===== config.mk =====
export PLATFORM = sky130hd
export DESIGN_NAME = rtp_h264_fu_a_packetizer_unit
export DESIGN_NICKNAME = d
export VERILOG_FILES = /design/src/rtpfu_pkg.sv /design/src/rtpfu_front.sv /design/src/rtpfu_queue.sv /design/src/rtpfu_back.sv /design/src/rtp_h264_fu_a_packetizer_unit.sv
export SDC_FILE = /design/constraint.sdc
export NUM_CORES = 1
export LEC_CHECK = 0
export ABC_CLOCK_PERIOD_IN_PS = 16200
export BUFFER_PORTS_ARGS = -buffer_cell sky130_fd_sc_hd__buf_2
export CAP_MARGIN = 10
export CORE_UTILIZATION = 55
export CTS_BUF_LIST = sky130_fd_sc_hd__clkbuf_2 sky130_fd_sc_hd__clkbuf_4 sky130_fd_sc_hd__clkbuf_8
export CTS_CLUSTER_SIZE = 10
export DETAILED_ROUTE_END_ITERATION = 8
export MAX_ROUTING_LAYER = met4
export PLACE_DENSITY = 0.72
export SYNTH_ARGS = -nofsm -noshare
export SYNTH_HDL_FRONTEND = slang
export SYNTH_SLANG_ARGS = --single-unit

===== constraint.sdc =====
create_clock -name clk_i -period 16.2 [get_ports clk_i]
set_clock_uncertainty 0.15 [all_clocks]
set_input_delay 2.43 -clock clk_i [delete_from_list [all_inputs] [get_ports clk_i]]
set_output_delay 2.43 -clock clk_i [all_outputs]
set_load 0.01 [all_outputs]

===== src/rtpfu_pkg.sv =====
// ----------------------------------------------------------------------------
// rtpfu_pkg
// Shared types and constants of the RTP H.264 FU-A packetizer.
// ----------------------------------------------------------------------------
`default_nettype none

package rtpfu_pkg;

  // Input commands
  localparam logic [1:0] CMD_VIDEO = 2'd0;
  localparam logic [1:0] CMD_AUDIO = 2'd1;
  localparam logic [1:0] CMD_DUMMY = 2'd2;
  localparam logic [1:0] CMD_RSVD  = 2'd3;

  // Configuration register indexes
  localparam logic [2:0] REG_FIRST_HDR  = 3'd0;
  localparam logic [2:0] REG_MARKED     = 3'd1;
  localparam logic [2:0] REG_UNMARKED   = 3'd2;
  localparam logic [2:0] REG_AUDIO_TYPE = 3'd3;
  localparam logic [2:0] REG_SSRC       = 3'd4;
  localparam logic [2:0] REG_MAX_PKT    = 3'd5;
  localparam logic [2:0] REG_START_SEQ  = 3'd6;

  // Packet constants
  localparam logic [15:0] HDR_LEN        = 16'd12;
  localparam logic [15:0] MIN_PKT        = 16'd16;
  localparam logic [7:0]  NAL_TYPE_MASK  = 8'h1f;
  localparam logic [7:0]  NRI_MASK       = 8'he0;
  localparam logic [7:0]  FU_A_TYPE      = 8'h1c;
  localparam logic [7:0]  FU_START_BIT   = 8'h80;
  localparam logic [7:0]  FU_END_BIT     = 8'h40;

  // Byte positions within one job as serialised by the back end
  localparam logic [3:0] POS_HDR_FIRST = 4'd0;
  localparam logic [3:0] POS_HDR_LAST  = 4'd11;
  localparam logic [3:0] POS_FU_IND    = 4'd12;
  localparam logic [3:0] POS_FU_HDR    = 4'd13;
  localparam logic [3:0] POS_DATA      = 4'd14;

  // Configuration registers as seen by the datapath
  typedef struct packed {
    logic [7:0]  first_hdr;
    logic [7:0]  marked;
    logic [7:0]  unmarked;
    logic [7:0]  audio_type;
    logic [31:0] ssrc;
    logic [15:0] max_pkt;
  } cfg_t;

  // One job: the output bytes caused by one input item
  typedef struct packed {
    logic        hdr_en;
    logic        fu_en;
    logic        data_en;
    logic        alone;      // header is the whole packet and frame
    logic [7:0]  second;
    logic [15:0] seq;
    logic [31:0] ts;
    logic [7:0]  fu_ind;
    logic [7:0]  fu_hdr;
    logic [7:0]  data;
    logic        plast;
    logic        flast;
  } job_t;

endpackage

`default_nettype wire


===== src/rtpfu_front.sv =====
// ----------------------------------------------------------------------------
// rtpfu_front
// Tracks frame, fragment and sequence state and turns each item into a job.
// ----------------------------------------------------------------------------
`default_nettype none

module rtpfu_front (
  input  wire logic             clk_i,
  input  wire logic             rst_ni,
  input  wire rtpfu_pkg::cfg_t  cfg_i,
  input  wire logic             seq_load_i,
  input  wire logic [15:0]      seq_value_i,
  input  wire logic             accept_i,
  input  wire logic [1:0]       cmd_i,
  input  wire logic [7:0]       data_byte_i,
  input  wire logic [23:0]      frame_bytes_i,
  input  wire logic [31:0]      timestamp_i,
  output rtpfu_pkg::job_t       job_o,
  output logic                  push_o
);

  logic [23:0] pos_q, pos_d, rem_q, rem_d;
  logic [15:0] seq_q, seq_d, fill_q, fill_d;
  logic [7:0]  nal_q, nal_d;
  logic        frag_q, frag_d, audio_q, audio_d;
  logic [31:0] ts_q, ts_d;

  logic [23:0] pos_e, rem_e;
  logic [15:0] fill_e, fill_inc, clamp, space, space_m2;
  logic        frag_e, audio_e, run, last, fin, pkt_end, emit;
  logic [31:0] ts_e;
  rtpfu_pkg::job_t job;

  // Payload room per packet, size floored at the minimum packet
  assign clamp    = (cfg_i.max_pkt < rtpfu_pkg::MIN_PKT) ? rtpfu_pkg::MIN_PKT : cfg_i.max_pkt;
  assign space    = clamp - rtpfu_pkg::HDR_LEN;
  assign space_m2 = space - 16'd2;

  // Classify the item
  always_comb begin
    job      = '0;
    emit     = 1'b0;
    run      = 1'b0;
    pos_d    = pos_q;
    rem_d    = rem_q;
    fill_d   = fill_q;
    frag_d   = frag_q;
    nal_d    = nal_q;
    ts_d     = ts_q;
    audio_d  = audio_q;
    pos_e    = pos_q;
    rem_e    = rem_q;
    fill_e   = fill_q;
    frag_e   = frag_q;
    audio_e  = audio_q;
    ts_e     = ts_q;
    last     = 1'b0;
    fin      = 1'b0;
    pkt_end  = 1'b0;
    fill_inc = '0;

    // frame start or a stand-alone packet
    if (rem_q == '0) begin
      unique case (cmd_i)
        rtpfu_pkg::CMD_DUMMY: begin
          job.hdr_en = 1'b1;
          job.alone  = 1'b1;
          job.second = cfg_i.unmarked;
          job.ts     = '0;
        end
        rtpfu_pkg::CMD_RSVD: ;
        default: begin
          if (frame_bytes_i == '0) begin
            if (cmd_i == rtpfu_pkg::CMD_AUDIO) begin
              job.hdr_en = 1'b1;
              job.alone  = 1'b1;
              job.second = cfg_i.audio_type;
              job.ts     = timestamp_i;
            end
          end else begin
            run     = 1'b1;
            audio_e = (cmd_i == rtpfu_pkg::CMD_AUDIO);
            ts_e    = timestamp_i;
            rem_e   = frame_bytes_i;
            pos_e   = '0;
            frag_e  = 1'b0;
            fill_e  = '0;
          end
        end
      endcase
    end else begin
      run = 1'b1;
    end

    // byte of an open frame
    if (run) begin
      last    = (rem_e == 24'd1);
      pos_d   = pos_e + 24'd1;
      rem_d   = rem_e - 24'd1;
      audio_d = audio_e;
      ts_d    = ts_e;
      frag_d  = frag_e;
      fill_d  = fill_e;
      job.ts  = ts_e;
      if (audio_e) begin
        job.hdr_en  = (pos_e == '0);
        job.second  = cfg_i.audio_type;
        job.data_en = 1'b1;
        job.data    = data_byte_i;
        job.plast   = last;
        job.flast   = last;
      end else if (pos_e < 24'd4) begin
        // start code, dropped
      end else if (pos_e == 24'd4) begin
        nal_d      = data_byte_i;
        job.hdr_en = 1'b1;
        if (rem_e <= {8'd0, space}) begin
          frag_d      = 1'b0;
          job.second  = cfg_i.marked;
          job.data_en = 1'b1;
          job.data    = data_byte_i;
          job.plast   = last;
          job.flast   = last;
        end else begin
          frag_d     = 1'b1;
          job.second = cfg_i.unmarked;
          job.fu_en  = 1'b1;
          job.fu_ind = (data_byte_i & rtpfu_pkg::NRI_MASK) | rtpfu_pkg::FU_A_TYPE;
          job.fu_hdr = rtpfu_pkg::FU_START_BIT | (data_byte_i & rtpfu_pkg::NAL_TYPE_MASK);
          fill_d     = 16'd2;
        end
      end else if (!frag_e) begin
        job.data_en = 1'b1;
        job.data    = data_byte_i;
        job.plast   = last;
        job.flast   = last;
      end else begin
        // fragment payload, opening a new fragment if none is open
        fill_inc = fill_e + 16'd1;
        if (fill_e == '0) begin
          fin        = (rem_e <= {8'd0, space_m2});
          job.hdr_en = 1'b1;
          job.second = fin ? cfg_i.marked : cfg_i.unmarked;
          job.fu_en  = 1'b1;
          job.fu_ind = (nal_q & rtpfu_pkg::NRI_MASK) | rtpfu_pkg::FU_A_TYPE;
          job.fu_hdr = (fin ? rtpfu_pkg::FU_END_BIT : 8'd0)
                     | (nal_q & rtpfu_pkg::NAL_TYPE_MASK);
          fill_inc   = 16'd3;
        end
        pkt_end     = last || (fill_inc >= space);
        job.data_en = 1'b1;
        job.data    = data_byte_i;
        job.plast   = pkt_end;
        job.flast   = last;
        fill_d      = pkt_end ? 16'd0 : fill_inc;
      end
    end

    job.seq = seq_q;
    seq_d   = job.hdr_en ? (seq_q + 16'd1) : seq_q;
    emit    = job.hdr_en | job.fu_en | job.data_en;
  end

  assign job_o  = job;
  assign push_o = accept_i & emit;

  // State registers
  always_ff @(posedge clk_i or negedge rst_ni) begin
    if (!rst_ni) begin
      pos_q   <= '0;
      rem_q   <= '0;
      seq_q   <= '0;
      nal_q   <= '0;
      fill_q  <= '0;
      frag_q  <= 1'b0;
      ts_q    <= '0;
      audio_q <= 1'b0;
    end else if (seq_load_i) begin
      seq_q <= seq_value_i;
    end else if (accept_i) begin
      pos_q   <= pos_d;
      rem_q   <= rem_d;
      seq_q   <= seq_d;
      nal_q   <= nal_d;
      fill_q  <= fill_d;
      frag_q  <= frag_d;
      ts_q    <= ts_d;
      audio_q <= audio_d;
    end
  end

endmodule

`default_nettype wire


===== src/rtpfu_queue.sv =====
// ----------------------------------------------------------------------------
// rtpfu_queue
// Small first-in first-out queue of jobs between front and back end.
// ----------------------------------------------------------------------------
`default_nettype none

module rtpfu_queue #(
  parameter int unsigned Depth = 4
) (
  input  wire logic            clk_i,
  input  wire logic            rst_ni,
  input  wire logic            push_i,
  input  wire rtpfu_pkg::job_t job_i,
  output logic                 full_o,
  output logic                 valid_o,
  input  wire logic            pop_i,
  output rtpfu_pkg::job_t      job_o
);

  localparam int unsigned PtrW = (Depth > 1) ? $clog2(Depth) : 1;
  localparam int unsigned CntW = $clog2(Depth + 1);
  localparam logic [PtrW-1:0] PtrMax = PtrW'(Depth - 1);
  localparam logic [CntW-1:0] CntMax = CntW'(Depth);

  rtpfu_pkg::job_t     mem_q [Depth];
  logic [PtrW-1:0]     wr_q, rd_q;
  logic [CntW-1:0]     cnt_q;
  logic                do_push, do_pop;

  assign full_o  = (cnt_q == CntMax);
  assign valid_o = (cnt_q != '0);
  assign do_push = push_i & ~full_o;
  assign do_pop  = pop_i & valid_o;
  assign job_o   = mem_q[rd_q];

  // Storage
  always_ff @(posedge clk_i) begin
    if (do_push) begin
      mem_q[wr_q] <= job_i;
    end
  end

  // Pointers and fill count
  always_ff @(posedge clk_i or negedge rst_ni) begin
    if (!rst_ni) begin
      wr_q  <= '0;
      rd_q  <= '0;
      cnt_q <= '0;
    end else begin
      if (do_push) begin
        wr_q <= (wr_q == PtrMax) ? '0 : wr_q + PtrW'(1);
      end
      if (do_pop) begin
        rd_q <= (rd_q == PtrMax) ? '0 : rd_q + PtrW'(1);
      end
      if (do_push && !do_pop) begin
        cnt_q <= cnt_q + CntW'(1);
      end else if (do_pop && !do_push) begin
        cnt_q <= cnt_q - CntW'(1);
      end
    end
  end

endmodule

`default_nettype wire


===== src/rtpfu_back.sv =====
// ----------------------------------------------------------------------------
// rtpfu_back
// Serialises jobs to packet bytes in an output stage, one per clock if ready.
// ----------------------------------------------------------------------------
`default_nettype none

module rtpfu_back (
  input  wire logic            clk_i,
  input  wire logic            rst_ni,
  input  wire rtpfu_pkg::cfg_t cfg_i,
  input  wire logic            job_valid_i,
  input  wire rtpfu_pkg::job_t job_i,
  output logic                 pop_o,
  output logic                 out_valid_o,
  input  wire logic            out_ready_i,
  output logic [7:0]           out_byte_o,
  output logic                 out_plast_o,
  output logic                 out_flast_o
);

  rtpfu_pkg::job_t cur_q;
  logic            cur_valid_q;
  logic [3:0]      idx_q, idx_next, idx_start;
  logic            out_valid_q, plast_q, flast_q;
  logic [7:0]      byte_q;
  logic            adv, final_byte, load;
  logic [7:0]      hdr_b [12];
  logic [7:0]      byte_sel;
  logic            plast_sel, flast_sel;

  assign adv = cur_valid_q & (~out_valid_q | out_ready_i);

  // End of the current job
  assign final_byte = (idx_q == rtpfu_pkg::POS_DATA)
                    | ((idx_q == rtpfu_pkg::POS_FU_HDR) & ~cur_q.data_en)
                    | ((idx_q == rtpfu_pkg::POS_HDR_LAST) & ~cur_q.fu_en & ~cur_q.data_en);

  assign load  = job_valid_i & (~cur_valid_q | (adv & final_byte));
  assign pop_o = load;

  // First position of an incoming job
  assign idx_start = job_i.hdr_en ? rtpfu_pkg::POS_HDR_FIRST :
                     job_i.fu_en  ? rtpfu_pkg::POS_FU_IND : rtpfu_pkg::POS_DATA;

  // Step to the next position, skipping absent sections
  always_comb begin
    if (idx_q == rtpfu_pkg::POS_HDR_LAST) begin
      idx_next = cur_q.fu_en ? rtpfu_pkg::POS_FU_IND : rtpfu_pkg::POS_DATA;
    end else if (idx_q == rtpfu_pkg::POS_FU_HDR) begin
      idx_next = rtpfu_pkg::POS_DATA;
    end else begin
      idx_next = idx_q + 4'd1;
    end
  end

  // Header bytes, big-endian fields
  always_comb begin
    hdr_b[0]  = cfg_i.first_hdr;
    hdr_b[1]  = cur_q.second;
    hdr_b[2]  = cur_q.seq[15:8];
    hdr_b[3]  = cur_q.seq[7:0];
    hdr_b[4]  = cur_q.ts[31:24];
    hdr_b[5]  = cur_q.ts[23:16];
    hdr_b[6]  = cur_q.ts[15:8];
    hdr_b[7]  = cur_q.ts[7:0];
    hdr_b[8]  = cfg_i.ssrc[31:24];
    hdr_b[9]  = cfg_i.ssrc[23:16];
    hdr_b[10] = cfg_i.ssrc[15:8];
    hdr_b[11] = cfg_i.ssrc[7:0];
  end

  // Byte and flag selection
  always_comb begin
    plast_sel = 1'b0;
    flast_sel = 1'b0;
    if (idx_q == rtpfu_pkg::POS_FU_IND) begin
      byte_sel = cur_q.fu_ind;
    end else if (idx_q == rtpfu_pkg::POS_FU_HDR) begin
      byte_sel = cur_q.fu_hdr;
    end else if (idx_q == rtpfu_pkg::POS_DATA) begin
      byte_sel  = cur_q.data;
      plast_sel = cur_q.plast;
      flast_sel = cur_q.flast;
    end else if (idx_q <= rtpfu_pkg::POS_HDR_LAST) begin
      byte_sel = hdr_b[idx_q];
      if (idx_q == rtpfu_pkg::POS_HDR_LAST) begin
        plast_sel = cur_q.alone;
        flast_sel = cur_q.alone;
      end
    end else begin
      byte_sel = cur_q.data;
    end
  end

  // Job holding register
  always_ff @(posedge clk_i) begin
    if (load) begin
      cur_q <= job_i;
    end
  end

  // Position and valid control
  always_ff @(posedge clk_i or negedge rst_ni) begin
    if (!rst_ni) begin
      cur_valid_q <= 1'b0;
      idx_q       <= '0;
    end else if (load) begin
      cur_valid_q <= 1'b1;
      idx_q       <= idx_start;
    end else if (adv) begin
      if (final_byte) begin
        cur_valid_q <= 1'b0;
      end else begin
        idx_q <= idx_next;
      end
    end
  end

  // Output stage
  always_ff @(posedge clk_i or negedge rst_ni) begin
    if (!rst_ni) begin
      out_valid_q <= 1'b0;
    end else if (adv) begin
      out_valid_q <= 1'b1;
    end else if (out_ready_i) begin
      out_valid_q <= 1'b0;
    end
  end

  always_ff @(posedge clk_i) begin
    if (adv) begin
      byte_q  <= byte_sel;
      plast_q <= plast_sel;
      flast_q <= flast_sel;
    end
  end

  assign out_valid_o = out_valid_q;
  assign out_byte_o  = byte_q;
  assign out_plast_o = plast_q;
  assign out_flast_o = flast_q;

endmodule

`default_nettype wire


===== src/rtp_h264_fu_a_packetizer_unit.sv =====
// ----------------------------------------------------------------------------
// rtp_h264_fu_a_packetizer_unit
// RTP packetizer for H.264 (single NAL / FU-A), PCMA audio and dummy headers.
// ----------------------------------------------------------------------------
// Frame bytes enter one item per clock while the queue is not full; the front
// end tracks frame and fragment state and hands each item's work as a job to
// a queue of QueueDepth entries, and the back end writes it out as packet
// bytes at one byte per clock, unless the receiver stalls, through a
// registered output. An item that continues a packet yields one byte; one
// that opens a packet yields the 12-byte header and its byte (audio or single
// NAL), the header, FU indicator and FU header (first fragment) or all four
// (later fragments); a dummy or an empty audio frame yields the header alone,
// a start code byte none. Configuration is written through cfg_we_i/
// cfg_addr_i/cfg_wdata_i; writing start_sequence reloads the sequence counter.
`default_nettype none

module rtp_h264_fu_a_packetizer_unit #(
  parameter int unsigned QueueDepth = 4
) (
  input  wire logic        clk_i,
  input  wire logic        rst_ni,
  // configuration
  input  wire logic        cfg_we_i,
  input  wire logic [2:0]  cfg_addr_i,
  input  wire logic [31:0] cfg_wdata_i,
  // input stream
  input  wire logic        s_axis_tvalid_i,
  output logic             s_axis_tready_o,
  input  wire logic [63:0] s_axis_tdata_i,   // data_byte[7:0], frame_bytes[31:8],
                                             // timestamp[63:32]
  input  wire logic [1:0]  s_axis_tuser_i,   // cmd[1:0]
  // output stream
  output logic             m_axis_tvalid_o,
  input  wire logic        m_axis_tready_i,
  output logic [7:0]       m_axis_tdata_o,   // out_byte[7:0]
  output logic             m_axis_tlast_o,   // packet_last
  output logic             m_axis_tuser_o    // frame_last
);

  rtpfu_pkg::cfg_t cfg_q;
  rtpfu_pkg::job_t job_in, job_out;
  logic            accept, push, full, q_valid, pop, seq_load;

  // Configuration registers
  always_ff @(posedge clk_i or negedge rst_ni) begin
    if (!rst_ni) begin
      cfg_q.first_hdr  <= 8'd128;
      cfg_q.marked     <= 8'd224;
      cfg_q.unmarked   <= 8'd96;
      cfg_q.audio_type <= 8'd8;
      cfg_q.ssrc       <= 32'd8472857;
      cfg_q.max_pkt    <= 16'd1400;
    end else if (cfg_we_i) begin
      unique case (cfg_addr_i)
        rtpfu_pkg::REG_FIRST_HDR:  cfg_q.first_hdr  <= cfg_wdata_i[7:0];
        rtpfu_pkg::REG_MARKED:     cfg_q.marked     <= cfg_wdata_i[7:0];
        rtpfu_pkg::REG_UNMARKED:   cfg_q.unmarked   <= cfg_wdata_i[7:0];
        rtpfu_pkg::REG_AUDIO_TYPE: cfg_q.audio_type <= cfg_wdata_i[7:0];
        rtpfu_pkg::REG_SSRC:       cfg_q.ssrc       <= cfg_wdata_i;
        rtpfu_pkg::REG_MAX_PKT:    cfg_q.max_pkt    <= cfg_wdata_i[15:0];
        default: ;
      endcase
    end
  end

  assign seq_load        = cfg_we_i & (cfg_addr_i == rtpfu_pkg::REG_START_SEQ);
  assign s_axis_tready_o = ~full;
  assign accept          = s_axis_tvalid_i & ~full;

  rtpfu_front u_front (
    .clk_i        (clk_i),
    .rst_ni       (rst_ni),
    .cfg_i        (cfg_q),
    .seq_load_i   (seq_load),
    .seq_value_i  (cfg_wdata_i[15:0]),
    .accept_i     (accept),
    .cmd_i        (s_axis_tuser_i),
    .data_byte_i  (s_axis_tdata_i[7:0]),
    .frame_bytes_i(s_axis_tdata_i[31:8]),
    .timestamp_i  (s_axis_tdata_i[63:32]),
    .job_o        (job_in),
    .push_o       (push)
  );

  rtpfu_queue #(
    .Depth(QueueDepth)
  ) u_queue (
    .clk_i  (clk_i),
    .rst_ni (rst_ni),
    .push_i (push),
    .job_i  (job_in),
    .full_o (full),
    .valid_o(q_valid),
    .pop_i  (pop),
    .job_o  (job_out)
  );

  rtpfu_back u_back (
    .clk_i       (clk_i),
    .rst_ni      (rst_ni),
    .cfg_i       (cfg_q),
    .job_valid_i (q_valid),
    .job_i       (job_out),
    .pop_o       (pop),
    .out_valid_o (m_axis_tvalid_o),
    .out_ready_i (m_axis_tready_i),
    .out_byte_o  (m_axis_tdata_o),
    .out_plast_o (m_axis_tlast_o),
    .out_flast_o (m_axis_tuser_o)
  );

endmodule

`default_nettype wire


; Word level (Yosys, flattened, before mapping)
; Memory sizes are Yosys's and may differ from the RTL's.
; Index checks and enable logic that the tools add are counted.
[classes]
reduce_logical = 30
n_mux = 111
n_bitwise = 27
n_addsub = 11
eq_ne = 19
order_cmp = 7
[ops]
columns = operator, n
row1 = 2-to-1 mux 16 bit, 23
row2 = 2-to-1 mux 32 bit, 7
row3 = 2-to-1 mux 24 bit, 6
row4 = 2-to-1 mux 8 bit, 14
row5 = zero test 24 bit, 3
row6 = 2-to-1 mux 58 bit, 1
row7 = 2-to-1 mux 26 bit, 2
row8 = <= comparator 24 x 16 -> 1 bit, 2
row9 = adder 16 x 1 -> 16 bit (second input constant), 2
row10 = binary-select mux 8 bit (select 4 bit), 1
row11 = 2-to-1 mux 1 bit, 31
row12 = 2-to-1 mux 9 bit, 3
row13 = adder 24 x 1 -> 24 bit (second input constant), 1
row14 = == test 24 x 1 -> 1 bit (second input constant), 1
row15 = == test 24 x 3 -> 1 bit (second input constant), 1
row16 = < comparator 24 x 3 -> 1 bit (second input constant), 1
row17 = 2-to-1 mux 4 bit, 6
row18 = subtractor 24 x 1 -> 24 bit (second input constant), 1
row19 = 2-to-1 mux 10 bit, 2
row20 = case mux 9 bit (2 select lines), 1
row21 = AND reduction 2 bit, 9
row22 = == test 4 bit (second input constant), 4
row23 = >= comparator 16 bit, 1
row24 = zero test 16 bit, 1
row25 = 33 further kinds, 81
[word_totals]
wordCells = 240
mem_bits_rw = 344
reg_bits = 310
output_inout_bits = 12
inputBits = 106
memories = 1
[mem_list]
columns = name, depth, word_bits, read_ports, rd_clocked_by_memory_dff, wr, line
row1 = u_queue.mem_q, 4, 86, 1, 0, 1, rtpfu_queue.sv:25  ; rtpfu_pkg::job_t mem_q [Depth];

; Depth between registers and ports, before layout
; Gate-level depths: netlist of run 1.
[depth]
ltp_word = 19
depth_mapped = 25
mapped_depth_nobuf = 23

; Modules after synthesis
; From an unflattened synthesis of run 1, not the netlist that was laid out.
[hier_totals]
cells_unflattened = 2118
area_unflattened_um2 = 30026.3
[by_module_without_submodules]
columns = mod, cells_each, instances, seq_area_each_um2, area_per_inst_um2
row1 = rtpfu_queue, 487, 1, 10505.1, 12842.3
row2 = rtpfu_front, 1212, 1, 3052.9, 9586.7
row3 = rtpfu_back, 242, 1, 3002.9, 4379.2
row4 = rtp_h264_fu_a_packetizer_unit, 177, 1, 2028.2, 3218.1

; Worst setup path after synthesis of run 1
; OpenSTA, ideal clock, no wires.
[synth_path]
path_type = input to register
startpoint = input s_axis_tdata_i[29]
endpoint = memory u_queue.mem_q[0][0] in the netlist's numbering, enable pin
arrival_time_ps = 11609
cell_stages = 16
setup_ps = 633
path_slack_ps = 3808
path_buffers = 1
required_ps = 15417
cell_sequence = nor4_1 -> nand4_1 -> nor2_1 -> nor2_4 -> clkbuf_1 -> a21oi_1 -> inv_1 -> ha_1 -> a22oi_1 -> nand3_1 -> a221oi_1 -> maj3_1 -> o21ai_0 -> o2111ai_4 -> a21boi_2 -> nor3b_1
[synth_between]
elab_chain_cells = 17
elab_cells_between_ends = 43
classes_between = order compare: 2 / eq/ne: 1 / mux: 33 / bitwise: 4 / reduce/logical: 3
[synth_rtl]
columns = item, line
row1 = from (decl), rtp_h264_fu_a_packetizer_unit.sv:29  ; input wire logic [63:0] s_axis_tdata_i,
row2 = "parallel branches: the longest is 10 deep, another holds <= comparator 24 x 16 -> 1 bit", n/a
row3 = 2-to-1 mux 3 bit *, rtpfu_front.sv:96  ; if (run) begin
row4 = bitwise OR 1 bit, rtpfu_front.sv:161  ; emit = job.hdr_en | job.fu_en | job.data_en;
row5 = bitwise OR 1 bit *, rtpfu_front.sv:161
row6 = AND 1 bit *, rtpfu_front.sv:165  ; assign push_o = accept_i & emit;
row7 = AND 1 bit *, rtpfu_queue.sv:32  ; assign do_push = push_i & ~full_o;
row8 = 2-to-1 mux 1 bit *, rtpfu_queue.sv:38  ; if (do_push) begin
row9 = 2-to-1 mux 1 bit (implied by the code) *, rtpfu_queue.sv:39  ; mem_q[wr_q] <= job_i;
row10 = to (decl), rtpfu_queue.sv:25
; Mark *: on every way between the ends.

; Worst setup path in the final report of run 1
[layout_path]
startpoint = input s_axis_tdata_i[29]
endpoint = register u_queue.cnt_q[1]
[layout_between]
elab_chain_cells = 18
elab_cells_between_ends = 46
classes_between = order compare: 2 / eq/ne: 1 / mux: 32 / bitwise: 4 / reduce/logical: 7
[layout_rtl]
columns = item, line
row1 = "parallel branches: the longest is 10 deep, another holds <= comparator 24 x 16 -> 1 bit", n/a
row2 = 2-to-1 mux 3 bit *, rtpfu_front.sv:96
row3 = bitwise OR 1 bit, rtpfu_front.sv:161
row4 = bitwise OR 1 bit *, rtpfu_front.sv:161
row5 = AND 1 bit *, rtpfu_front.sv:165
row6 = AND 1 bit *, rtpfu_queue.sv:32
row7 = net u_queue.do_push, rtpfu_queue.sv:28  ; logic do_push, do_pop;
row8 = zero test 1 bit, rtpfu_queue.sv:58  ; end else if (do_pop && !do_push) begin
row9 = logical AND 1 bit, rtpfu_queue.sv:58
row10 = nonzero test 2 bit (no source line), n/a
row11 = to (signal assigned), rtpfu_queue.sv:57  ; cnt_q <= cnt_q + CntW'(1);
row12 = to (signal assigned), rtpfu_queue.sv:59  ; cnt_q <= cnt_q - CntW'(1);
row13 = to (decl), rtpfu_queue.sv:27  ; logic [CntW-1:0] cnt_q;
; Mark *: on every way through the listed nets, which the timed path passes.
; A chain may end at the register's enable or synchronous reset.

==> results.txt, run 1 <==
----------------------------------------------------
[Synth]
  Share of synthesized cell area in full adder, half adder and majority cells ... 2.845%
  Distinct cell type count after synthesis ... a little under 90
  Net count after synthesis ... 2183
  Mapped cell area ... roughly 28000 um2
  Main combinational cell family by area after synthesis ... multiplexers
  Post-Synthesis Mean Instance Area ... 14.06 um2
  Count of state elements after synthesis ... between 600 and 700
  Largest cells by area after synthesis ... sky130_fd_sc_hd__edfxtp_1, sky130_fd_sc_hd__dfrtp_1, sky130_fd_sc_hd__mux4_2
  Biggest area consumer among synthesized cells ... sky130_fd_sc_hd__edfxtp_1
  Cell count after synthesis ... 2014
  Ys async rst share ... 34.46%
  Mux share of post-synthesis cell area ... 12.55%
  Seq/Total Area, Yosys ... 62.45%
  Commonest register cell after synthesis ... sky130_fd_sc_hd__edfxtp_1
  Simple logic cell fraction of the synthesized area ... ~10%
  Fraction of synthesized cell area taken by the top area cell type ... 43.36%
  Area fraction in compound gates after synthesis ... 7.810%
  Synth Area in XOR/XNOR ... under 10%
  Number of enable flip-flop cells after synthesis ... 409
  Number of warnings printed during yosys synthesis ... 0

[Timing]
  Actual transition at the worst max-transition pin ... 1.194 ns
  WHS ... about 0.32 ns
  Final setup TNS ... 0 ns
  Final setup violation count ... 0
  Hold Vio Cnt, Final ... 0
  Share of the clock period used by the worst path ... 46.82%
  Max-slew headroom ... roughly a fifth
  Maximum clock frequency ... between 0.1 and 0.15 GHz
  Setup repair after global routing missed its margin ... no
  Post-route worst setup slack ... approximately 8.6 ns
  Final Critical Period ... 7.585 ns
  Pins over their slew limit ... 0

[Run status]
  Outcome ... finished clean

[Clocking]
  Number of buffers inserted for hold repair after clock tree synthesis ... 0
  Clk root buf ... sky130_fd_sc_hd__clkbuf_8
  Clock tree from TritonCTS ... built
  Gates resized, CTS repair ... 0
  TritonCTS Sinks ... about 620
  Number of buffers between clock root and the deepest sink ... 3
  Number of H-tree levels ... 3
  Clock transition at the registers of the reported paths ... about 0.050 ns
  Number of setup buffers added after CTS ... 0
  Clock latency reported for the late side of the worst-skew pair ... 0.70 ns
  Cts bufs inserted ... 100

[Global route]
  Maximum number of pins on one net before global-route repair ... ~80
  Global routing met3 resource utilization ... 4.217%
  Number of global-route vias before repair ... 17880
  Peak-usage layer in the global routing report ... met2
  Overall routing resource usage ... 26.38%
  Global-route track usage on met2 ... 41.32%
  Antenna violations before repair ... 1
  Wire length of the first global-routing pass ... 103.1 mm
  Global route total overflow ... 0
  M1 GR Usage ... between 30 and 40%

[Floorplan]
  Cell row count ... 82
  Effective utilization at floorplan ... 56.11%
  Full die area ... approximately 52000 um2
  Area of the core ... a little over 50000 um2
  Die Span Y ... 228.9 um
  Floorplan die width ... 228.9 um
  Number of primary I/O pins ... about 120

[Worst hold path]
  Startpoint of the lowest-slack hold path ... u_front.ts_q[0]$_DFFE_PN0P_
  Tightest Hold Check Type ... flop to flop
  Worst Hold End ... u_front.ts_q[0]$_DFFE_PN0P_
  Number of cells on the worst hold path ... 2

[Finish]
  Ratio of cells with drive above 1 in the final layout ... 26.53%
  Syn-to-layout area delta ... 12.36%
  Final Util ... 63.05%
  Fillcell total ... approximately 3700
  # nets final ... 2347
  Area of combinational cells with multiple inputs ... just over 10000 um2
  Total area of sequential cells ... 17700 um2

[Worst setup path]
  Setup crit start kind ... primary input
  Count of cells along the worst register-to-register path ... 21
  Crit path max-delay family ... simple AND/OR/NAND/NOR gates
  Highest net fanout along the worst path ... 36
  Endpoint of the worst register-to-register path ... u_queue.mem_q[3][74]$_DFFE_PP_
  Delay of the slowest critical-path stage ... 0.57 ns
  Reg-to-Reg Start ... cfg_q[13]$_DFFE_PN0P_
  Number of buffers and inverters on the critical path ... 3
  Slowest stage cell, crit path ... sky130_fd_sc_hd__nor4_1
  Type of element capturing the critical path ... flop
  Worst path cell trace ... buf_2 -> nor4_1 -> nand4_1 -> nor2_1 -> nor2_4 -> a21oi_1 -> inv_1 -> ha_1 -> nand3_1 -> a21oi_1 -> a221oi_1 -> maj3_1 -> o21ai_0 -> o2111ai_4 -> a21boi_2 -> nor2_1 -> ha_1 -> inv_1 -> fa_1 -> mux2_2
  Worst endpoint required time ... 16.60 ns
  Crit Path Category ... primary input to flop
  CP Data Arrival Time ... 7.99 ns
  Flop-to-flop setup slack ... roughly 9.0 ns

[Detailed routing]
  Wirelength per Cell ... 22.46 um
  Total DRC errors in the routed layout ... 0
  Total length of routed wires ... 65.92 mm
  Vias ... 17920
  Detailed Routing Iterations Pass 1 ... 7
  Average vias per placed instance ... ~6.1
  Antenna violation net count after detailed routing ... 0
  Detailed Route Iter0 Violations ... between 1500 and 2000

[Place]
  Pre-CTS worst setup slack ... 7.975 ns
  Routability congestion estimate ... about 0.94
  Count of input and output buffers ... 117
  HPWL after detailed placement ... 44.02 mm

[Power and ir drop]
  Design Power ... around 5.3 mW
  Max IR drop VDD ... about 0.00008 V
  Leakage power summed over all cells ... roughly 12 nW
  Pwr Density ... 165.9 nW/um2

[Run]
  Number of maximum-capacitance constraint violations ... 0

----------------------------------------------------
synthesized netlist by cell type, types with 21 or more instances:
| library cell | instances |
|---|---|
| sky130_fd_sc_hd__ha_1 | 62 |
| sky130_fd_sc_hd__nor2_1 | 84 |
| sky130_fd_sc_hd__xnor2_1 | 38 |
| sky130_fd_sc_hd__mux4_2 | 104 |
| sky130_fd_sc_hd__nor4_1 | 22 |
| sky130_fd_sc_hd__clkbuf_1 | 67 |
| sky130_fd_sc_hd__a21oi_1 | 47 |
| sky130_fd_sc_hd__dfstp_2 | 21 |
| sky130_fd_sc_hd__nor3_1 | 38 |
| sky130_fd_sc_hd__o21ai_0 | 87 |
| sky130_fd_sc_hd__a22o_1 | 55 |
| sky130_fd_sc_hd__edfxtp_1 | 409 |
| sky130_fd_sc_hd__xor2_1 | 28 |
| sky130_fd_sc_hd__mux2_2 | 98 |
| sky130_fd_sc_hd__nand4_1 | 33 |
| sky130_fd_sc_hd__inv_1 | 45 |
| sky130_fd_sc_hd__dfrtp_1 | 194 |
| sky130_fd_sc_hd__nand3_1 | 50 |
| sky130_fd_sc_hd__nand2_1 | 253 |
worst max path at each step:
stage,slack [ns],cells after the start,endpoint,startpoint
5_1_grt,8.22,20,u_queue.cnt_q[1]$_DFFE_PN0P_,s_axis_tdata_i[29]
3_3_place_gp,8.12,18,u_front.fill_q[7]$_DFFE_PN0P_,s_axis_tdata_i[29]
3_5_place_dp,7.97,20,u_queue.cnt_q[1]$_DFFE_PN0P_,s_axis_tdata_i[23]
6_report,8.61,20,u_queue.cnt_q[1]$_DFFE_PN0P_,s_axis_tdata_i[29]
4_1_cts,8.69,20,u_queue.cnt_q[1]$_DFFE_PN0P_,s_axis_tdata_i[29]
2_1_floorplan,3.81,16,u_queue.mem_q[0][0]$_DFFE_PP_,s_axis_tdata_i[29]
kinds of logic (layout without fill, tap and decap cells):
| group | after synthesis | in the layout |
|---|---|---|
| mux | 213 | 213 |
| simple gates | 594 | 594 |
| fa+ha+maj | 64 | 64 |
| buf+inv | 134 | 382 |
| flops | 624 | 624 |
| xor+xnor | 68 | 68 |
| compound gates | 317 | 317 |
| other cells | 0 | 1 |
final cells by class:
| type | instances | share of cell area, % |
|---|---|---|
| Timing Repair Buffer | 149 | 2.618 |
| Antenna cell | 1 | 0.007863 |
| Tap cell | 672 | 2.642 |
| Clock buffer | 168 | 6.204 |
| Clock inverter | 18 | 0.4089 |
| Inverter | 47 | 0.5543 |
| Multi-Input combinational cell | 1256 | 31.96 |
| Sequential cell | 624 | 55.60 |
sequential cells by signal, summed over array words and instances (netlist names):
signal,count
u_back.cur_valid_q,1
u_queue.mem_q,320
u_back.out_flast_o,1
u_front.fill_q,16
u_queue.rd_q,2
cfg_q,80
u_front.rem_q,24
u_front.nal_q,8
u_queue.wr_q,2
u_back.out_byte_o,8
u_back.cur_q,79
u_front.ts_q,32
u_front.pos_q,24
u_back.out_plast_o,1
u_front.frag_q,1
u_queue.cnt_q,3
u_back.out_valid_o,1
u_front.audio_q,1
u_front.seq_q,16
u_back.idx_q,4
cell usage in the layout, fill, tap and decap left out, drive strengths merged, types with 8 or more instances in the layout:
cell type,instances
a31o,8
mux2i,11
clkinv,12
a211oi,11
dfrtp,194
mux2,98
dfstp,21
buf,149
nand3,51
a22o,55
nand2,253
xnor2,38
edfxtp,409
a21o,15
clkbuf,168
and2,12
o211ai,17
inv,52
nor3,39
a31oi,10
a21oi,49
mux4,104
o21ai,89
or4,10
nor2,85
and3,19
nor4,26
nand4,33
nand2b,9
ha,62
o22ai,10
xor2,28
worst register-to-register path: stages, from the launching register on:
cell and delay, ns:
sky130_fd_sc_hd__dfrtp_1 0.43, sky130_fd_sc_hd__or4_1 0.62, sky130_fd_sc_hd__nor4_1 0.56, sky130_fd_sc_hd__nand2_1 0.21, sky130_fd_sc_hd__and2_1 0.33, sky130_fd_sc_hd__ha_1 0.34
sky130_fd_sc_hd__nand2b_1 0.24, sky130_fd_sc_hd__a21oi_1 0.39, sky130_fd_sc_hd__inv_1 0.12, sky130_fd_sc_hd__or2_2 0.33, sky130_fd_sc_hd__nor2_1 0.26, sky130_fd_sc_hd__nand4_1 0.15
sky130_fd_sc_hd__xnor2_1 0.18, sky130_fd_sc_hd__ha_1 0.37, sky130_fd_sc_hd__a22o_1 0.25, sky130_fd_sc_hd__nor4_1 0.22, sky130_fd_sc_hd__o21ai_0 0.12, sky130_fd_sc_hd__o21ai_0 0.41
sky130_fd_sc_hd__and2_1 0.46, sky130_fd_sc_hd__nand2b_1 0.18, sky130_fd_sc_hd__nand3_2 0.20, sky130_fd_sc_hd__a31o_1 0.37
routing by layer:
layer,routed length (um),vias up
met5,0,-
met4,1248,0
met3,4483,119
met2,32000,678
met1,28190,9058
li1,-,8069
where the power goes:
part | leakage, nW | total [mW] | switching [mW] | internal, mW
Clock | 1.14 | 1.39 | 0.619 | 0.772
Sequential | 6.48 | 2.42 | 0.265 | 2.15
Combinational | 4.60 | 1.47 | 0.817 | 0.655
through the flow:
| step | instances | instance area, um2 |
|---|---|---|
| after global placement | 2747 | 29710 |
| after CTS | 2933 | 31820 |
| final | 2935 | 31830 |
| after global routing | 2935 | 31830 |
| after detailed placement | 2747 | 29710 |
| after floorplan | 2014 | 28330 |
No activity file was read; power rests on OpenSTA's default activity.
==> run 2: changes to the inputs <==
ABC_CLOCK_PERIOD_IN_PS = 6950   (was 16200)
PLACE_DENSITY = 0.75   (was 0.72)
clock period = 6.95 ns   (was 16.2 ns; I/O delays follow)
==> results.txt, run 2 (synthesized netlist as in run 1, its figures left out) <==
----------------------------------------------------
[Timing]
  Setup repair after global routing missed its margin ... no
  Final setup TNS ... 0 ns (unchanged)
  Pins over their slew limit ... 0 (unchanged)
  WHS ... 0.2003 ns (-0.1227 ns)
  Share of the clock period used by the worst path ... 95.18%
  Hold Vio Cnt, Final ... 0 (unchanged)
  Maximum clock frequency ... ~0.15 GHz
  Final Critical Period ... 6.615 ns
  Final setup violation count ... 0 (unchanged)
  Max-slew headroom ... 21.09% (+1.7 points)
  Actual transition at the worst max-transition pin ... 1.179 ns (-0.01462 ns)

[Place]
  Count of input and output buffers ... 117 (unchanged)
  HPWL after detailed placement ... 44.04 mm (about the same)
  Post-DP Area ... 29940 um2 (+0.74%)
  Routability congestion estimate ... 0.9653 (+2.6%)

[Worst setup path]
  Worst path cell trace ... or4_1 -> nor4_2 -> nand2_1 -> and2_1 -> ha_1 -> nor2_1 -> nand2_1 -> xor2_1 -> ha_1 -> a21oi_1 -> a21oi_1 -> a221oi_1 -> maj3_1 -> o21ai_0 -> o2111ai_4 -> a21boi_2 -> nor3b_4 -> buf_4
  Highest net fanout along the worst path ... 14 (-61%)
  Setup crit start kind ... flop
  Crit path max-delay family ... simple AND/OR/NAND/NOR gates
  Count of cells along the worst register-to-register path ... 18 (-14%)
  Crit Path Category ... flop to flop
  Worst endpoint required time ... 7.15 ns (-9.45 ns)
  CP Data Arrival Time ... 6.81 ns (-1.18 ns)
  Type of element capturing the critical path ... flop
  Number of buffers and inverters on the critical path ... 1 (-2)
  Slowest stage cell, crit path ... sky130_fd_sc_hd__or4_1
  Flop-to-flop setup slack ... 0.34 ns (-8.68 ns)
  Endpoint of the worst register-to-register path ... u_queue.mem_q[0][78]$_DFFE_PP_
  Reg-to-Reg Start ... cfg_q[13]$_DFFE_PN0P_
  Delay of the slowest critical-path stage ... 0.63 ns (+0.06 ns)

[Clocking]
  TritonCTS Sinks ... 624 (unchanged)
  Cts bufs inserted ... 98 (-2.0%)
  Number of buffers between clock root and the deepest sink ... 3 (unchanged)
  Number of setup buffers added after CTS ... 0 (unchanged)
  Clk root buf ... sky130_fd_sc_hd__clkbuf_8
  Clock latency reported for the late side of the worst-skew pair ... 0.69 ns (about the same)
  Clock tree from TritonCTS ... built
  Number of H-tree levels ... 3 (unchanged)
  Clock transition at the registers of the reported paths ... 0.06 ns (about the same)

[Finish]
  Syn-to-layout area delta ... 13.13%
  Number of diodes ... 0 (-1)
  Area of combinational cells with multiple inputs ... 10230 um2 (+0.57%)
  Ratio of cells with drive above 1 in the final layout ... 26.63% (+0.10 points)
  Max reg flops ... 320 (unchanged)
  Top Registers ... u_queue.mem_q x320, cfg_q x80, u_back.cur_q x79
  Most frequent standard cell in the layout excluding fill and tap cells ... sky130_fd_sc_hd__edfxtp_1
  Final design area excluding fillers ... 32040 um2 (+0.68%)
  # nets final ... 2355 (+0.34%)
  Total area of sequential cells ... 17700 um2 (unchanged)
  Most used cells in the layout excluding fill and tap cells ... sky130_fd_sc_hd__edfxtp_1, sky130_fd_sc_hd__nand2_1, sky130_fd_sc_hd__dfrtp_1
  Fillcell total ... 3658 (-2.0%)
  Register name with the most flops ... u_queue.mem_q

[Power and ir drop]
  Pwr Density ... 385.5 nW/um2 (+130%)
  Leakage power summed over all cells ... 12.28 nW (+0.50%)
  Max IR drop VDD ... 0.0002623 V (+220%)

[Floorplan]
  Die Span Y ... 228.9 um (unchanged)
  Effective utilization at floorplan ... 56.11% (unchanged)
  Full die area ... 52410 um2 (unchanged)
  Cell row count ... 82 (unchanged)
  Number of primary I/O pins ... 118 (unchanged)
  Floorplan die width ... 228.9 um (unchanged)
  Area of the core ... 50480 um2 (unchanged)

[Detailed routing]
  Average vias per placed instance ... 6.155 (+0.78%)
  Detailed Routing Iterations Pass 1 ... 6 (-1)
  Wirelength per Cell ... 22.40 um (-0.28%)
  Total DRC errors in the routed layout ... 0 (unchanged)
  Total length of routed wires ... 65.94 mm (about the same)
  Antenna violation net count after detailed routing ... 0 (unchanged)
  Vias ... 18120 (+1.1%)
  Detailed Route Iter0 Violations ... 1712 (+5.4%)

[Global route]
  Wire length of the first global-routing pass ... 103.1 mm (unchanged)
  Antenna violations before repair ... 0 (-1)
  Overall routing resource usage ... 26.35% (-0.032 points)
  Global route total overflow ... 0 (unchanged)
  Number of global-route vias before repair ... 18300 (+2.3%)
  Maximum number of pins on one net before global-route repair ... 130 (+59%)

[Run status]
  Outcome ... finished clean

[Worst hold path]
  Tightest Hold Check Type ... primary input to async pin

[Run]
  Number of maximum-capacitance constraint violations ... 0 (unchanged)

----------------------------------------------------
[run 2: cell type report]
cell class              instances  share of cell area (%)
well taps                     672                   2.624
flip-flops and latches        624                   55.23
multi-input cells            1256                   31.92
repair buffers                159                   3.155
inverters                      47                  0.5505
clock inverters                33                  0.8082
clock buffers                 153                   5.712
[run 2: how the worst max path moves through the flow]
stage | to | depth (start not counted) | from | slack [ns]
floorplan | u_queue.mem_q[3][0]$_DFFE_PP_ | 16 | s_axis_tdata_i[29] | 0.02
global placement | u_queue.mem_q[0][81]$_DFFE_PP_ | 21 | cfg_q[13]$_DFFE_PN0P_ | 0.26
detailed placement | u_queue.mem_q[0][81]$_DFFE_PP_ | 21 | cfg_q[13]$_DFFE_PN0P_ | 0.07
CTS | u_queue.mem_q[1][81]$_DFFE_PP_ | 21 | cfg_q[13]$_DFFE_PN0P_ | 0.04
global route | u_queue.cnt_q[2]$_DFFE_PN0P_ | 23 | cfg_q[13]$_DFFE_PN0P_ | 0.006
finish | u_queue.mem_q[0][78]$_DFFE_PP_ | 18 | cfg_q[13]$_DFFE_PN0P_ | 0.34
[run 2: where the power goes]
part	total (mW)	switching (mW)	internal, mW
Clock	3.22	1.42	1.80
Combinational	3.52	1.93	1.58
Sequential	5.61	0.605	5.01
Total	12.4	3.96	8.39
[run 2: worst reg2reg max path: stages (launching register included)]
cell and delay, ns:
sky130_fd_sc_hd__dfrtp_1 0.42, sky130_fd_sc_hd__or4_1 0.63, sky130_fd_sc_hd__nor4_2 0.42, sky130_fd_sc_hd__nand2_1 0.18, sky130_fd_sc_hd__and2_1 0.30, sky130_fd_sc_hd__ha_1 0.33, sky130_fd_sc_hd__nor2_1 0.21, sky130_fd_sc_hd__nand2_1 0.09
sky130_fd_sc_hd__xor2_1 0.39, sky130_fd_sc_hd__ha_1 0.35, sky130_fd_sc_hd__a21oi_1 0.16, sky130_fd_sc_hd__a21oi_1 0.08, sky130_fd_sc_hd__a221oi_1 0.42, sky130_fd_sc_hd__maj3_1 0.32, sky130_fd_sc_hd__o21ai_0 0.19, sky130_fd_sc_hd__o2111ai_4 0.40
sky130_fd_sc_hd__a21boi_2 0.22, sky130_fd_sc_hd__nor3b_4 0.61, sky130_fd_sc_hd__buf_4 0.38
[run 2: per-stage QoR]
step	worst slack [ns]	util, %	power, mW	instances
final	0.3353	63.48	12.35	2944
after global routing	0.006037	63.48	12.96	2944
after CTS	0.03681	63.44	12.42	2943
after detailed placement	0.06984	59.30	9.184	2757
after global placement	0.2580	59.30	9.041	2757
after floorplan	0.01890	-	8.016	2014
[run 2: what timing repair did]
| item | 4_1_cts | 5_1_grt |
|---|---|---|
| hold buffers | 0 | 0 |
| endpoints found under the setup margin | 0 | 32 |
| gates resized for setup | 0 | 4 |
[run 2: metal layers]
metal	routed length (um)	GRT usage (%)	up-vias
met5	0	-	-
met4	1330	7.458	0
met3	4568	4.466	102
met2	32220	42.21	735
met1	27820	34.91	9170
li1	-	-	8113
==> run 3: changes to the inputs <==
ABC_AREA = 1   (was default)
==> results.txt, run 3 <==
----------------------------------------------------
[Timing]
  Max-slew headroom ... 32.68% (+12 points)
  Setup repair after global routing missed its margin ... no
  Share of the clock period used by the worst path ... 87.10% (-8.1 points)
  Actual transition at the worst max-transition pin ... 1.010 ns (-0.1694 ns)
  Hold Vio Cnt, Final ... 0 (unchanged)
  Post-route worst setup slack ... 0.8963 ns (+0.5610 ns)
  Final Critical Period ... 6.054 ns (-0.5610 ns)
  Final setup TNS ... 0 ns (unchanged)
  Final setup violation count ... 0 (unchanged)
  Maximum clock frequency ... 0.1652 GHz (+9.3%)
  Pins over their slew limit ... 0 (unchanged)

[Synth]
  Number of enable flip-flop cells after synthesis ... 409 (unchanged)
  Seq/Total Area, Yosys ... 58.47% (-4.0 points)
  Mapped cell area ... 30250 um2 (+6.8%)
  Net count after synthesis ... 3397 (+56%)
  Ys async rst share ... 34.46% (unchanged)
  Number of warnings printed during yosys synthesis ... 0 (unchanged)
  Commonest register cell after synthesis ... sky130_fd_sc_hd__edfxtp_1
  Count of state elements after synthesis ... 624 (unchanged)
  Most instantiated library cell after synthesis ... sky130_fd_sc_hd__nand2_1
  Biggest area consumer among synthesized cells ... sky130_fd_sc_hd__edfxtp_1
  Fraction of synthesized cell area taken by the top area cell type ... 40.60% (-2.8 points)
  Largest cells by area after synthesis ... sky130_fd_sc_hd__edfxtp_1, sky130_fd_sc_hd__dfrtp_1, sky130_fd_sc_hd__nand2_1
  Distinct cell type count after synthesis ... 61 (-31%)
  Post-Synthesis Mean Instance Area ... 9.372 um2 (-33%)
  Cell count after synthesis ... 3228 (+60%)
  Leading post-synthesis cells by instance count ... sky130_fd_sc_hd__nand2_1, sky130_fd_sc_hd__o21ai_0, sky130_fd_sc_hd__edfxtp_1

[Detailed routing]
  Vias ... 23970 (+32%)
  Total DRC errors in the routed layout ... 0 (unchanged)
  Routed met1 length ... 33.59 mm (+21%)
  Met2 wire len ... 38.39 mm (+19%)
  Antenna violation net count after detailed routing ... 0 (unchanged)
  Total met3 wirelength after detailed routing ... 6.820 mm (+49%)
  Detailed Routing Iterations Pass 1 ... 6 (unchanged)
  Highest Signal Layer ... met4
  Total length of routed wires ... 81.30 mm (+23%)
  Average vias per placed instance ... 5.817 (-5.5%)
  Detailed Route Iter0 Violations ... 2390 (+40%)
  Wirelength per Cell ... 19.73 um (-12%)

[Floorplan]
  Floorplan die width ... 236.5 um (+3.3%)
  Area of the core ... 54130 um2 (+7.2%)
  Effective utilization at floorplan ... 55.89% (-0.23 points)
  Cell row count ... 85 (+3.7%)
  Full die area ... 55950 um2 (+6.7%)
  Number of primary I/O pins ... 118 (unchanged)
  Die Span Y ... 236.5 um (+3.3%)

[Global route]
  Overall routing resource usage ... 30.09% (+3.7 points)
  Wire length of the first global-routing pass ... 126.8 mm (+23%)
  Global route total overflow ... 0 (unchanged)
  Maximum number of pins on one net before global-route repair ... 104 (-20%)
  Number of global-route vias before repair ... 23130 (+26%)
  Antenna violations before repair ... 1 (+1)

[Place]
  HPWL after detailed placement ... 53.54 mm (+22%)
  Routability congestion estimate ... 0.9221 (-4.5%)
  Count of input and output buffers ... 117 (unchanged)
  Pre-CTS worst setup slack ... 0.5793 ns (+0.5094 ns)
  Post-DP Area ... 31560 um2 (+5.4%)

[Finish]
  Syn-to-layout area delta ... 10.93%
  Most used cells in the layout excluding fill and tap cells ... sky130_fd_sc_hd__nand2_1, sky130_fd_sc_hd__o21ai_0, sky130_fd_sc_hd__edfxtp_1
  Register name with the most flops ... u_queue.mem_q
  Final Util ... 62.00% (-1.5 points)
  Final design area excluding fillers ... 33560 um2 (+4.7%)
  Max reg flops ... 320 (unchanged)
  Ratio of cells with drive above 1 in the final layout ... 12.09% (-15 points)
  Top Registers ... u_queue.mem_q x320, cfg_q x80, u_back.cur_q x79
  Fillcell total ... 4376 (+20%)
  # nets final ... 3507 (+49%)
  Most frequent standard cell in the layout excluding fill and tap cells ... sky130_fd_sc_hd__nand2_1

[Power and ir drop]
  Clock Power Share ... 25.2% (-0.9 points)
  Sequential cell fraction of total power ... 45.3% (-0.2 points)
  Max IR drop VDD ... 0.0002701 V (+3.0%)
  Net switching power ... 4.595 mW (+16%)
  Cell internal power dissipation ... 7.904 mW (-5.8%)
  Switching Share ... 36.77% (+4.7 points)
  Gate power share ... 29.5% (+1.0 points)
  Leakage power summed over all cells ... 13.86 nW (+13%)
  Pwr Density ... 372.4 nW/um2 (-3.4%)

[Worst setup path]
  Delay of the slowest critical-path stage ... 0.49 ns (-0.14 ns)
  Highest net fanout along the worst path ... 9 (-5)
  Crit Path Category ... flop to flop
  CP Data Arrival Time ... 6.35 ns (-0.46 ns)
  Setup crit start kind ... flop
  Slowest stage cell, crit path ... sky130_fd_sc_hd__xor2_1
  Worst endpoint required time ... 7.24 ns (+0.09 ns)
  Type of element capturing the critical path ... flop
  Critical path's most frequent cell ... sky130_fd_sc_hd__nand2_1

[Worst hold path]
  Tightest Hold Check Type ... primary input to async pin

[Clocking]
  Cts bufs inserted ... 98 (unchanged)
  TritonCTS Sinks ... 624 (unchanged)
  Gates resized, CTS repair ... 0 (unchanged)
  Clock tree from TritonCTS ... built
  Number of buffers inserted for hold repair after clock tree synthesis ... 0 (unchanged)
  Clock transition at the registers of the reported paths ... 0.06 ns (about the same)
  Clock latency reported for the late side of the worst-skew pair ... 0.71 ns (+0.02 ns)
  Number of buffers between clock root and the deepest sink ... 3 (unchanged)
  Number of H-tree levels ... 3 (unchanged)
  Number of setup buffers added after CTS ... 0 (unchanged)
  Clk root buf ... sky130_fd_sc_hd__clkbuf_8

[Run status]
  Outcome ... finished clean

[Run]
  Number of maximum-capacitance constraint violations ... 0 (unchanged)

----------------------------------------------------
[run 3: cell types whose count changed after synthesis, moves of 80 or more]
cell                      before  now
sky130_fd_sc_hd__mux4_2      104    0
sky130_fd_sc_hd__o22ai_1      10   97
sky130_fd_sc_hd__o21ai_0      87  460
sky130_fd_sc_hd__mux2_2       98   18
sky130_fd_sc_hd__inv_1        45  267
sky130_fd_sc_hd__nand2_1     253  710
sky130_fd_sc_hd__nor2_1       84  390
[run 3: path summary, 6_finish.rpt]
| path | start | to | slack (ns) | depth (start not counted) |
|---|---|---|---|---|
| max in group asynchronous | rst_ni | u_front.frag_q$_DFFE_PN0P_ | 4.94 | 2 |
| worst max-delay path | cfg_q[10]$_DFFE_PN1P_ | u_queue.mem_q[0][74]$_DFFE_PP_ | 0.90 | 31 |
| worst min register to register | u_front.ts_q[17]$_DFFE_PN0P_ | u_front.ts_q[17]$_DFFE_PN0P_ | 0.33 | 2 |
| min in group clk_i | u_front.ts_q[17]$_DFFE_PN0P_ | u_front.ts_q[17]$_DFFE_PN0P_ | 0.33 | 2 |
| worst min-delay path | rst_ni | u_front.rem_q[17]$_DFFE_PN0P_ | 0.20 | 1 |
| worst max register to register | cfg_q[10]$_DFFE_PN1P_ | u_queue.mem_q[0][74]$_DFFE_PP_ | 0.90 | 31 |
[run 3: area by class of cell]
cell class	count	area (um2)	share of cell area, %
diodes	1	2.502	0.007456
clock inverters	41	269.0	0.8016
inverters	276	1040	3.098
well taps	696	870.8	2.595
repair buffers	155	980.9	2.923
multi-input cells	2183	10970	32.69
flip-flops and latches	624	17700	52.73
clock buffers	144	1732	5.160
[run 3: critical path, delay by kind of cell, from the launching register on]
kind / cells / cell delay (ns)
buffers and inverters: 3 / 0.39
AOI/OAI and AO/OA: 3 / 0.51
xor gates and xnor gates: 2 / 0.59
adders and majority gates: 2 / 0.58
and+or+nand+nor: 21 / 3.17
DFF: 1 / 0.39
[run 3: stage by stage]
| stage | hold WS [ns] | instances | total power, mW |
|---|---|---|---|
| CTS | 0.2236 | 4119 | 12.50 |
| finish | 0.2045 | 4120 | 12.50 |
| global route | 0.2642 | 4120 | 13.18 |
| global placement | 0.3098 | 3934 | 9.208 |
| detailed placement | 0.3148 | 3934 | 9.348 |
| floorplan | 0.2971 | 3228 | 8.024 |
[run 3: layer usage]
metal  GRT usage [%]  vias to the layer above
li1                -                    11230
met1           39.35                    11480
met2           47.11                     1099
met3           5.666                      151
met4           10.76                        0
met5               -                        -
[run 3: power groups by stage]
stage                     combinational [mW]  sequential [mW]  clock [mW]
after floorplan                         2.55             5.47           0
after global placement                  3.52             5.69           0
after detailed placement                3.63             5.72           0
after CTS                               3.66             5.65        3.20
after global routing                    4.09             5.74        3.35
final                                   3.68             5.67        3.15
[run 3: logic make-up (layout without fill, tap and decap cells)]
| kind of cell | Yosys count | after routing | synth area share (%) |
|---|---|---|---|
| compound gates | 716 | 716 | 12.92 |
| xor+xnor | 69 | 69 | 1.998 |
| fa+ha+maj | 63 | 63 | 2.630 |
| buf+inv | 421 | 616 | 5.418 |
| flops | 624 | 624 | 58.47 |
| mux | 18 | 18 | 0.6700 |
| other cells | 0 | 1 | 0 |
| simple gates | 1317 | 1317 | 17.89 |
